[src/rtl/core/rsa_pkg.sv]
`timescale 1ns / 1ps

package rsa_pkg;

	localparam int SLOTS  = 512;
	localparam int IDX_W  = $clog2(SLOTS);
	localparam int JOB_W  = 32;
	localparam int RID_W  = 12;
	localparam int GID_W  = 10;
	localparam int STAT_W = 2;

	localparam logic [IDX_W-1:0] LAST_IDX = IDX_W'(SLOTS - 1);

	typedef enum logic [1:0] {
		MODE_RESERVE = 2'd0,
		MODE_RELEASE = 2'd1,
		MODE_CONFIRM = 2'd2
	} mode_t;

	typedef enum logic [STAT_W-1:0] {
		ST_OK   = 2'd0,
		ST_FULL = 2'd1,
		ST_BAD  = 2'd2
	} status_t;

	typedef enum logic [1:0] {
		S_CLEAR,
		S_IDLE,
		S_CHECK
	} state_t;

	// one access to the slot table per cycle
	typedef struct packed {
		logic             we;
		logic             re;
		logic [IDX_W-1:0] addr;
		logic [JOB_W-1:0] wdata;
	} mem_req_t;

	typedef struct packed {
		logic             valid;
		logic [GID_W-1:0] gid;
		status_t          status;
	} result_t;

	function automatic logic [IDX_W-1:0] wrap_inc(input logic [IDX_W-1:0] idx);
		return (idx == LAST_IDX) ? '0 : idx + IDX_W'(1);
	endfunction

	function automatic logic [GID_W-1:0] grant_of(input logic [IDX_W-1:0] idx);
		logic [31:0] t;
		t = 32'(idx) + 32'd1;
		return t[GID_W-1:0];
	endfunction

	function automatic logic id_ok(input logic [RID_W-1:0] rid);
		return (rid != '0) && (32'(rid) <= 32'(SLOTS));
	endfunction

endpackage

[src/rtl/core/rsa_ctrl.sv]
`timescale 1ns / 1ps

module rsa_ctrl (
	input  logic                      clk,
	input  logic                      arst_n,
	input  logic                      accept,
	input  logic [1:0]                mode,
	input  logic [rsa_pkg::JOB_W-1:0] job_number,
	input  logic [rsa_pkg::RID_W-1:0] reservation_id,
	input  logic                      out_free,
	input  logic [rsa_pkg::JOB_W-1:0] rdata,
	output logic                      idle,
	output rsa_pkg::mem_req_t         req,
	output rsa_pkg::result_t          res
);

	rsa_pkg::state_t           state_q, state_d;
	logic [rsa_pkg::IDX_W-1:0] clr_q;
	logic [rsa_pkg::IDX_W-1:0] probe_q;
	logic [rsa_pkg::IDX_W-1:0] cnt_q;
	logic [rsa_pkg::IDX_W-1:0] next_slot_q;
	logic [rsa_pkg::JOB_W-1:0] job_q;
	logic [rsa_pkg::IDX_W-1:0] probe_nxt;
	logic [rsa_pkg::RID_W-1:0] rid_m1;
	logic                      hit;
	logic                      last;

	assign probe_nxt = rsa_pkg::wrap_inc(probe_q);
	assign rid_m1    = reservation_id - rsa_pkg::RID_W'(1);
	assign hit       = (rdata == '0);
	assign last      = (cnt_q == rsa_pkg::LAST_IDX);
	assign idle      = (state_q == rsa_pkg::S_IDLE);

	always_comb begin
		state_d = state_q;
		unique case (state_q)
			rsa_pkg::S_CLEAR: begin
				if (clr_q == rsa_pkg::LAST_IDX) state_d = rsa_pkg::S_IDLE;
			end
			rsa_pkg::S_IDLE: begin
				if (accept && mode == rsa_pkg::MODE_RESERVE) state_d = rsa_pkg::S_CHECK;
			end
			rsa_pkg::S_CHECK: begin
				if (out_free && (hit || last)) state_d = rsa_pkg::S_IDLE;
			end
			default: state_d = rsa_pkg::S_IDLE;
		endcase
	end

	always_comb begin
		req        = '0;
		res        = '0;
		res.status = rsa_pkg::ST_OK;
		unique case (state_q)
			rsa_pkg::S_CLEAR: begin
				req.we   = 1'b1;
				req.addr = clr_q;
			end
			rsa_pkg::S_IDLE: begin
				if (accept) begin
					unique case (mode)
						rsa_pkg::MODE_RESERVE: begin
							req.re   = 1'b1;
							req.addr = next_slot_q;
						end
						rsa_pkg::MODE_RELEASE: begin
							res.valid = 1'b1;
							if (rsa_pkg::id_ok(reservation_id)) begin
								req.we   = 1'b1;
								req.addr = rid_m1[rsa_pkg::IDX_W-1:0];
							end else begin
								res.status = rsa_pkg::ST_BAD;
							end
						end
						rsa_pkg::MODE_CONFIRM: begin
							res.valid = 1'b1;
							if (job_number == '0 || !rsa_pkg::id_ok(reservation_id)) begin
								res.status = rsa_pkg::ST_BAD;
							end
						end
						default: begin
							res.valid  = 1'b1;
							res.status = rsa_pkg::ST_BAD;
						end
					endcase
				end
			end
			rsa_pkg::S_CHECK: begin
				if (!out_free) begin
					// reread the same slot so the word is still there next cycle
					req.re   = 1'b1;
					req.addr = probe_q;
				end else if (hit) begin
					req.we    = 1'b1;
					req.addr  = probe_q;
					req.wdata = job_q;
					res.valid = 1'b1;
					res.gid   = rsa_pkg::grant_of(probe_q);
				end else if (last) begin
					res.valid  = 1'b1;
					res.status = rsa_pkg::ST_FULL;
				end else begin
					req.re   = 1'b1;
					req.addr = probe_nxt;
				end
			end
			default: ;
		endcase
	end

	always_ff @(posedge clk or negedge arst_n) begin
		if (!arst_n) begin
			state_q     <= rsa_pkg::S_CLEAR;
			clr_q       <= '0;
			next_slot_q <= '0;
			probe_q     <= '0;
			cnt_q       <= '0;
		end else begin
			state_q <= state_d;
			if (state_q == rsa_pkg::S_CLEAR) clr_q <= clr_q + rsa_pkg::IDX_W'(1);
			if (state_q == rsa_pkg::S_IDLE && accept && mode == rsa_pkg::MODE_RESERVE) begin
				probe_q <= next_slot_q;
				cnt_q   <= '0;
			end
			if (state_q == rsa_pkg::S_CHECK && out_free) begin
				if (hit) begin
					next_slot_q <= probe_nxt;
				end else if (!last) begin
					probe_q <= probe_nxt;
					cnt_q   <= cnt_q + rsa_pkg::IDX_W'(1);
				end
			end
		end
	end

	always_ff @(posedge clk) begin
		if (state_q == rsa_pkg::S_IDLE && accept) job_q <= job_number;
	end

endmodule

[config.mk]
export PLATFORM = sky130hd
export DESIGN_NAME = rsa_ctrl
export DESIGN_NICKNAME = d
export VERILOG_FILES = /design/src/rtl/core/rsa_pkg.sv /design/src/rtl/core/rsa_ctrl.sv
export SDC_FILE = /design/constraint.sdc
export NUM_CORES = 1
export LEC_CHECK = 0
export ABC_CLOCK_PERIOD_IN_PS = 2900
export BUFFER_PORTS_ARGS = -buffer_cell sky130_fd_sc_hd__buf_2
export CAP_MARGIN = 15
export CELL_PAD_IN_SITES_DETAIL_PLACEMENT = 2
export CELL_PAD_IN_SITES_GLOBAL_PLACEMENT = 2
export CORE_MARGIN = 1.5
export CORE_UTILIZATION = 28
export CTS_BUF_LIST = sky130_fd_sc_hd__clkbuf_2
export CTS_CLUSTER_SIZE = 8
export DETAILED_ROUTE_END_ITERATION = 16
export PLACE_DENSITY_LB_ADDON = 0.1
export SLEW_MARGIN = 10
export SYNTH_ARGS = -nofsm -noshare
export SYNTH_HDL_FRONTEND = slang
export SYNTH_SLANG_ARGS = --single-unit
[constraint.sdc]
create_clock -name clk -period 2.9 [get_ports clk]
set_clock_uncertainty 0.2 [all_clocks]
set_input_delay 0.58 -clock clk [delete_from_list [all_inputs] [get_ports clk]]
set_output_delay 0.58 -clock clk [all_outputs]
set_load 0.1 [all_outputs]
==> summary.md, run 1 <==
| Metric | Value |
|---|---|
| Status | finished with violations |
| Failing checks | negative setup slack |
| Top Ports | 139 |
| Cell area after synthesis | 3980 um2 |
| Pwr dens | 381 nW/um2 |
| Combinational Power Share | 39.3% |
| Core Box Area | 13900 um2 |
| Via count | 4592 |
| Worst vdd rail ir drop | 211 uV |
| Internal power | 0.00178 W |
| Die span in x | 122 um |
| Clock buffer depth | 2 |
| Average wire per standard cell | 27.5 um |
| Synthesis Warnings | 0 |
| WP data arrival | 2.93 ns |
| RSZ-0062 raised after global routing | yes |
| Starting Density | 28.6% |
| Port buffer count | 138 |
| Synthesis-to-finish area growth | 96.3% |
| Die area | 14900 um2 |
| Final WL | 23500 um |
| Rel. slew slack | 62.8% |
| Vias in the first global route | 5151 |
| CTS root buffer | clkbuf_2 |
| Worst-margin pin slew | 0.554 ns |
| Net switching fraction of the power | 39.9% |
| Dpl ws | -0.486 ns |
| Max cap viols | 0 |
| Drt pass-1 iters | 4 |
| Seq cells post-synth | 70 |
| GPL Wtd Cong | 0.825 |
| Synth async-reset ratio | 54.3% |
| Die Y | 122 um |
| Syn nets | 488 |
| Commonest non-fill, non-tap cells in the layout | 85 x buf_4, 82 x buf_2, 61 x buf_12 |
| Leakage power | 3.29 nW |
| Nets | 761 |
| Crit path launch type | flop |
| Drt initial violations | 194 |
| Max-slew violations | 0 |
| Yosys cell types | 55 |
| Initial antenna violation count | 1 |
| H-tree levels | 3 |
| DR vias/cell | 5.38 |
| Tmin final | 3.71 ns |
| GRT overflow | 0 |
| CTS tree | yes |
| Global-route wire length before repair | 31200 um |
| Finished Layout Cells | 853 |
| Post-route DRC violation count | 0 |
| # clock sinks | 70 |
| Syn Inst Count | 394 |
| Critical path class | reg -> out |
| Final setup margin | -0.810 ns |
| Commonest non-fill, non-tap cell in the layout | buf_4 |
| Synth Flop Type | dfrtp_1 |
| Critical path data required time | 2.12 ns |
| Worst-Skew Late Latency | 0.57 ns |
| Final period utilization | 128% |
| Largest net degree at the start of global routing | 34 |
| Row Count | 43 |
| Avg Cell Area, Syn | 10.1 um2 |
| Worst min path class | in -> reg |
| Clock transition at path regs | 0.26 ns |
| Crit path max fanout | 6 |
| Finish-stage setup viols | 57 |
| Share of cells above drive strength 1 | 55.8% |
| Setup_tns | -26.46 ns |
| Clock power share | 21.8% |
| Sequential power share | 38.9% |
| Total GRT Usage | 28.4% |
| Dpl cells | 761 |
| Num CTS Buffers | 9 |
| Register area share after synthesis | 48.1% |
| Final hold vios | 0 |
| Fmax | 0.270 GHz |
| Post-DP HPWL | 12200 um |
| CP Capture Type | primary output |
| EDFF count, synth | 32 |
| FF-to-FF setup slack | -0.01 ns |
| Switching Power | 0.00119 W |
| ANT nets after route | 0 |
repair_timing:
action,in CTS,in global routing
pin swaps,32,12
endpoints found under the setup margin,61,60
gates cloned,4,1
hold buffers,32,0
endpoints found under the hold margin,42,0
buffers inserted,29,15
gates resized for setup,98,20
layer usage:
layer	share of wire [%]	wire, um	global-route usage (%)	vias to the layer above
met5	0	0	0	-
met4	3.4	808	7.19	0
met3	5.9	1380	7.30	52
met2	53	12500	53.3	190
met1	38	8820	31.9	2344
li1	-	-	-	2006
sequential cells by signal, summed over array words and instances, names as in the netlist:
register and count:
cnt_q 9, clr_q 9, probe_q 9, job_q 32, state_q 2, next_slot_q 9
final timing paths:
check / from / to / cells past startpoint
min reg2reg: clr_q[7] / clr_q[7] / 1
min in group asynchronous: arst_n / cnt_q[3] / 2
max reg2reg: cnt_q[0] / cnt_q[2] / 11
min: job_number[24] / job_q[24] / 2
max: cnt_q[0] / req[38] / 11
max in group asynchronous: arst_n / clr_q[8] / 3
area by class of cell:
class	count	area, um2
Timing Repair Buffer	281	2900
Inverter	11	47.5
Clock inverter	5	60.1
Sequential cell	70	1910
Tap cell	180	225
Fill cell	1300	6080
Clock buffer	11	55.1
Multi-Input combinational cell	294	2600
Antenna cell	1	2.50
stage by stage:
stage | cell area (um2) | hold slack [ns] | util, % | power (W)
6_report | 7800 | 0.102 | 56.2 | 0.00297
5_1_grt | 7800 | 0.0709 | 56.2 | 0.00305
4_1_cts | 7610 | 0.0760 | 54.8 | 0.00284
3_5_place_dp | 6530 | 0.285 | 47.0 | 0.00215
3_3_place_gp | 6530 | 0.262 | 47.0 | 0.00211
2_1_floorplan | 4350 | 0.0844 | - | 0.00169
logic make-up after synthesis:
kind of cell / after synthesis / share of synthesized area [%]
AO/OA/AOI/OAI: 68 / 11.9
XOR/XNOR: 18 / 3.96
adder cells (fa/ha/maj): 12 / 3.78
buffers and inverters: 30 / 2.99
flip-flops: 70 / 48.1
multiplexers: 18 / 4.69
AND/OR/NAND/NOR: 178 / 24.6
power by group through the flow:
| stage | combinational (W) | clock, W | sequential, W |
|---|---|---|---|
| final | 0.00117 | 0.000646 | 0.00116 |
| after global routing | 0.00122 | 0.000677 | 0.00116 |
| after CTS | 0.00108 | 0.000620 | 0.00114 |
| after detailed placement | 0.000997 | 0 | 0.00116 |
| after global placement | 0.000961 | 0 | 0.00115 |
| after floorplan | 0.000519 | 0 | 0.00117 |
cell usage after synthesis, drive strengths merged (3+ instances only):
master,number,area [um2]
a32oi,3,26.3
and4,3,26.3
ha,12,150
mux2i,13,130
a41oi,5,43.8
nand3b,3,22.5
and2,40,250
nor4,17,106
o21ai,21,105
xor2,9,78.8
inv,11,41.3
nor2b,4,25.0
mux2,5,56.3
or3,3,21.3
a22oi,8,60.1
dfrtp,38,951
xnor2,9,78.8
nor2,20,75.1
a22o,4,35.0
nand2,39,149
a31oi,5,31.3
and3,6,37.5
nand3,21,105
clkbuf,15,60.1
nand4,9,56.3
buf,4,17.5
edfxtp,32,961
o31ai,4,30.0
nor3,4,20.0
critical path: stages, from the launching register on:
cell,delay [ns]
dfrtp_1,0.47
ha_2,0.19
and3_4,0.18
and3_4,0.15
and3_4,0.18
ha_4,0.17
nor3_4,0.13
a21boi_4,0.21
buf_8,0.18
nand2_4,0.07
a31oi_4,0.22
buf_12,0.20
(Power assumes the default switching activity.)
==> inputs of run 2 (changes only) <==
- PLACE_DENSITY: default -> 0.88
- PLACE_DENSITY_LB_ADDON: 0.1 -> default
==> summary.md, run 2 (synthesis gave the netlist of run 1 again) <==
| Metric | Value |
|---|---|
| Status | finished with violations |
| Failing checks | negative setup slack |
| H-tree levels | 3 |
| Finish-stage setup viols | 59 |
| Row Count | 43 |
| Critical path's slowest cell | dfrtp_1 |
| Fin area | 7740 um2 |
| Via count | 4745 |
| Worst vdd rail ir drop | 249 uV |
| CTS root buffer | clkbuf_2 |
| Max reg flops | 32 |
| GRT overflow | 0 |
| Drt pass-1 iters | 5 |
| Final period utilization | 131% |
| Dpl cells | 761 |
| RSZ-0062 raised after global routing | yes |
| ANT nets after route | 0 |
| Seq. cell area | 1910 um2 |
| CTS tree | yes |
| Die span in x | 122 um |
| Post-DP HPWL | 13500 um |
| Finished Layout Cells | 844 |
| Core Box Area | 13900 um2 |
| Worst-margin pin slew | 0.940 ns |
| Leakage power | 3.28 nW |
| Vias in the first global route | 5385 |
| Most frequent CP cell | and3_4 |
| Die Y | 122 um |
| Global-route wire length before repair | 33600 um |
| # clock sinks | 70 |
| Final setup margin | -0.885 ns |
| Placed Area | 6530 um2 |
| Starting Density | 28.6% |
| Final WL | 26000 um |
| Average wire per standard cell | 30.8 um |
| Layout Utilization | 55.8% |
| Commonest non-fill, non-tap cell in the layout | buf_4 |
| DR vias/cell | 5.62 |
| Crit path max fanout | 6 |
| Max-slew violations | 0 |
| Port buffer count | 138 |
| Total GRT Usage | 31.4% |
| Initial antenna violation count | 1 |
| Drt initial violations | 267 |
| Synthesis-to-finish area growth | 94.7% |
| Fmax | 0.264 GHz |
| Post-route DRC violation count | 0 |
| WP data arrival | 3.01 ns |
| Worst-Skew Late Latency | 0.59 ns |
| Tmin final | 3.79 ns |
| Clock buffer depth | 2 |
| Final hold vios | 0 |
| Top Ports | 139 |
| Largest net degree at the start of global routing | 39 |
| Area of the multi-input gates | 2630 um2 |
| Critical path class | reg -> out |
| Fillers | 1299 |
| Max cap viols | 0 |
| Share of cells above drive strength 1 | 58.4% |
| Worst min path class | in -> reg |
| Pwr dens | 377 nW/um2 |
| Num CTS Buffers | 9 |
| Rel. slew slack | 37.3% |
| Commonest non-fill, non-tap cells in the layout | 90 x buf_4, 82 x buf_2, 62 x buf_12 |
| Crit path launch type | flop |
| Critical path data required time | 2.12 ns |
| Biggest register | job_q |
| CP Capture Type | primary output |
| CP cell instances | ha_2 -> and3_4 -> and3_4 -> and3_4 -> ha_4 -> nor3_4 -> a21boi_4 -> buf_8 -> nand2_4 -> a41oi_4 -> buf_12 |
| Nets | 752 |
| Clock transition at path regs | 0.25 ns |
| GPL Wtd Cong | 0.871 |
| Crit-path max cell delay | 0.46 ns |
| Die area | 14900 um2 |
[run 2: cell count changes in the layout (fill, tap and decap cells not counted), sizes merged]
| cell | delta |
|---|---|
| bufbuf | +1 |
| clkinvlp | -1 |
| dlygate4sd3 | -15 |
| inv | +2 |
| clkbuf | +1 |
| bufinv | -1 |
| buf | +5 |
| clkinv | -1 |
[run 2: worst paths after layout]
kind / slack, ns / cells after the start / start / to
worst max-delay path: -0.89 / 11 / cnt_q[1] / req[33]
worst min-delay path: 0.02 / 1 / job_number[31] / job_q[31]
worst max register to register: -0.05 / 12 / cnt_q[1] / cnt_q[2]
worst min register to register: 0.37 / 1 / cnt_q[6] / cnt_q[6]
max in group asynchronous: 1.43 / 2 / arst_n / probe_q[0]
min in group asynchronous: 0.43 / 2 / arst_n / clr_q[5]
[run 2: timing repair]
item / 4_1_cts / 5_1_grt
setup buffers: 26 / 22
cloned: 7 / 1
gates resized for setup: 103 / 22
hold buffers: 14 / 3
hold endpoints to repair: 51 / 3
pin swaps: 54 / 17
endpoints found under the setup margin: 62 / 61
[run 2: routing by layer]
metal  routed length, um  GRT usage [%]  vias to the layer above
met5                   0              0                        -
li1                    -              -                     1984
met3                1990           8.94                       72
met4                1040           12.9                        0
met2               14000           59.2                      269
met1                8960           32.5                     2420
[run 2: worst max-delay path: cells and delay by family, from the launching register on]
| family | cells | cell delay (ns) |
|---|---|---|
| flops | 1 | 0.46 |
| compound gates | 2 | 0.48 |
| fa+ha+maj | 2 | 0.37 |
| simple gates | 5 | 0.75 |
| buf+inv | 2 | 0.38 |
[run 2: cell type report]
cell class	instances	share of cell area, %
sequential	70	24.7
inverter	11	0.582
timing repair buffer	272	36.8
clock buffer	12	0.776
tap	180	2.91
antenna	1	0.0323
clock inverter	4	0.210
multi-input combinational	294	34.0
[run 2: report_power, final]
| part | switching, W | internal, W |
|---|---|---|
| sequential | 0.0000616 | 0.00110 |
| clock | 0.000440 | 0.000116 |
| combinational | 0.000720 | 0.000482 |
[run 2: through the flow]
stage / power, W / TNS, ns / setup WS, ns / hold slack [ns]
floorplan: 0.00169 / -4.22 / -0.480 / 0.0844
detailed placement: 0.00217 / -10.15 / -0.535 / 0.304
global placement: 0.00210 / -6.29 / -0.474 / 0.262
global route: 0.00298 / -29.28 / -0.994 / -0.0219
CTS: 0.00272 / -17.37 / -0.878 / 0.000870
finish: 0.00292 / -25.41 / -0.885 / 0.0165
==> inputs of run 3 (changes only) <==
- ABC_AREA: default -> 1
- CORE_UTILIZATION: 28 -> 26
==> summary.md, run 3 <==
| Metric | Value |
|---|---|
| Switching Power | 0.00154 W |
| Vias in the first global route | 5900 |
| Worst Hold Path EP | state_q[0] |
| Via count | 5327 |
| CTS tree | yes |
| Commonest non-fill, non-tap cell in the layout | nand2_1 |
| Die area | 17400 um2 |
| CP Capture Type | primary output |
| Worst-margin pin slew | 0.969 ns |
| Internal power | 0.00179 W |
| Post-synth top area share | 22.3% |
| Synth Flop Type | dfrtp_1 |
| R2R Path Start | probe_q[1] |
| Port buffer count | 138 |
| Leakage power | 3.61 nW |
| Starting Density | 26.9% |
| Clock power share | 17.1% |
| Clock transition at path regs | 0.25 ns |
| Seq cells post-synth | 70 |
| Global-route wire length before repair | 34800 um |
| Syn Inst Count | 585 |
| FF-to-FF setup slack | -0.49 ns |
| GPL Wtd Cong | 0.827 |
| Final setup margin | -0.954 ns |
| Worst reg-to-reg path cell count | 24 |
| WP data arrival | 3.07 ns |
| Max cap viols | 0 |
| Nets | 927 |
| Seq. cell area | 1910 um2 |
| Net switching fraction of the power | 46.3% |
| Finish-stage setup viols | 57 |
| RSZ-0062 raised after global routing | yes |
| Register area share after synthesis | 44.3% |
| Sequential power share | 36.0% |
| Synthesis Warnings | 0 |
| Post-DP HPWL | 14500 um |
| Dpl ws | -0.248 ns |
| Critical path data required time | 2.12 ns |
| Post-route DRC violation count | 0 |
| # clock sinks | 70 |
| EDFF count, synth | 32 |
| Worst-Skew Late Latency | 0.66 ns |
| Drt pass-1 iters | 7 |
| Commonest non-fill, non-tap cells in the layout | 119 x nand2_1, 84 x inv_1, 82 x buf_2 |
| ANT nets after route | 0 |
| DR vias/cell | 5.05 |
| Final hold vios | 0 |
| Critical path class | reg -> out |
| Pwr dens | 410 nW/um2 |
| Drt initial violations | 290 |
| Row Count | 46 |
| Failing checks | negative setup slack |
| Initial antenna violation count | 1 |
| Synth async-reset ratio | 54.3% |
| Max-slew violations | 0 |
| Syn nets | 679 |
| Cell area after synthesis | 4320 um2 |
| Final WL | 27100 um |
| Yosys cell types | 34 |
| Status | finished with violations |
| H-tree levels | 3 |
| Largest net degree at the start of global routing | 39 |
| Worst min path class | in -> reg |
| Rel. slew slack | 35.4% |
| CTS root buffer | clkbuf_2 |
| Min-delay src | accept |
| Synthesis-to-finish area growth | 88.0% |
| Hold path depth | 6 |
| Top cells by area, synth | edfxtp_1 22%, dfrtp_1 22%, nand2_1 12% |
| Die span in x | 132 um |
| Top Ports | 139 |
| Fin Hold WS | 0.226 ns |
| RR Endpoint | probe_q[7] |
| Fillers | 1686 |
| Synth top cells by count | 142 x nand2_1, 105 x nor2_1, 95 x inv_1, 42 x nand3_1, 38 x dfrtp_1 |
| Crit path max fanout | 2 |
| Area of the multi-input gates | 2840 um2 |
| Fmax | 0.259 GHz |
| Total GRT Usage | 26.4% |
| Final period utilization | 133% |
| Die Y | 132 um |
| Clock buffer depth | 2 |
| Num CTS Buffers | 9 |
| Core Box Area | 16100 um2 |
| Cell taking the most area after synthesis | edfxtp_1 |
| Max reg flops | 32 |
| Worst vdd rail ir drop | 710 uV |
| Biggest register | job_q |
| Combinational Power Share | 46.8% |
| Avg Cell Area, Syn | 7.38 um2 |
| Crit path launch type | flop |
| GRT overflow | 0 |
| Share of cells above drive strength 1 | 45.1% |
| Tmin final | 3.85 ns |
| Most common cell in the synthesized netlist | nand2_1 |
| Average wire per standard cell | 25.7 um |
-- run 3: metal layers --
| layer | share of wire, % | global-route usage, % | vias to the layer above |
|---|---|---|---|
| li1 | - | - | 2343 |
| met1 | 37 | 27.1 | 2676 |
| met2 | 54 | 50.7 | 227 |
| met3 | 5.0 | 5.65 | 79 |
| met4 | 3.7 | 11.9 | 2 |
| met5 | 0.037 | 0 | - |
-- run 3: power groups by stage --
stage               combinational [W]  sequential [W]  clock, W
floorplan                    0.000644         0.00118         0
global placement              0.00107         0.00117         0
detailed placement            0.00111         0.00118         0
CTS                           0.00124         0.00116  0.000525
global route                  0.00162         0.00120  0.000606
finish                        0.00156         0.00120  0.000571
-- run 3: layout make-up --
| class | instances | area share (%) |
|---|---|---|
| antenna | 1 | 0.0308 |
| multi-input combinational | 404 | 35.0 |
| inverter | 96 | 4.81 |
| timing repair buffer | 252 | 32.3 |
| tap | 216 | 3.33 |
| clock inverter | 5 | 0.339 |
| clock buffer | 11 | 0.678 |
| sequential | 70 | 23.6 |
-- run 3: critical path: stages, from the launching register on --
cell,delay (ns)
dfrtp_1,0.49
ha_2,0.25
nand2_2,0.10
buf_4,0.16
o21ai_0,0.30
nand2_1,0.22
nor2_1,0.37
nand2_4,0.10
nand3_4,0.08
nor2_4,0.05
nor2_4,0.12
buf_12,0.19
-- run 3: cells by family (layout without fill, tap and decap cells) --
group,after synthesis,after routing,synth area share (%)
AO/OA/AOI/OAI,35,35,4.35
XOR/XNOR,20,20,4.06
adder cells (fa/ha/maj),12,12,3.48
buffers and inverters,111,364,10.0
flip-flops,70,70,44.3
multiplexers,2,2,0.522
other,0,1,0
AND/OR/NAND/NOR,335,335,33.3
-- run 3: stage by stage --
stage          instance area (um2)  utilization, %  instances  TNS (ns)  power, W
6_report                      8120            50.6       1055    -16.98   0.00333
5_1_grt                       8120            50.5       1054    -21.58   0.00343
4_1_cts                       7450            46.4       1034    -17.37   0.00293
3_5_place_dp                  6600            41.1        954     -1.60   0.00229
3_3_place_gp                  6600            41.1        954   -0.0881   0.00224
2_1_floorplan                 4620               -        585     -6.09   0.00182
-- run 3: how the worst max path moves through the flow --
stage	start	end	slack, ns	depth (start not counted)
finish	probe_q[1]	req[36]	-0.95	11
detailed placement	cnt_q[1]	req[38]	-0.25	14
global placement	cnt_q[0]	req[36]	-0.04	14
global route	probe_q[1]	req[36]	-1.07	11
floorplan	state_q[1]	res[1]	-0.21	6
CTS	cnt_q[1]	req[33]	-0.66	14
-- run 3: timing repair --
item                                    in CTS  in global routing
endpoints found under the setup margin      56                 66
pin swaps                                   27                 29
setup buffers                               32                 20
cloned                                       0                  4
endpoints found under the hold margin       70                  0
hold buffers                                33                  0
resized for setup                           58                103
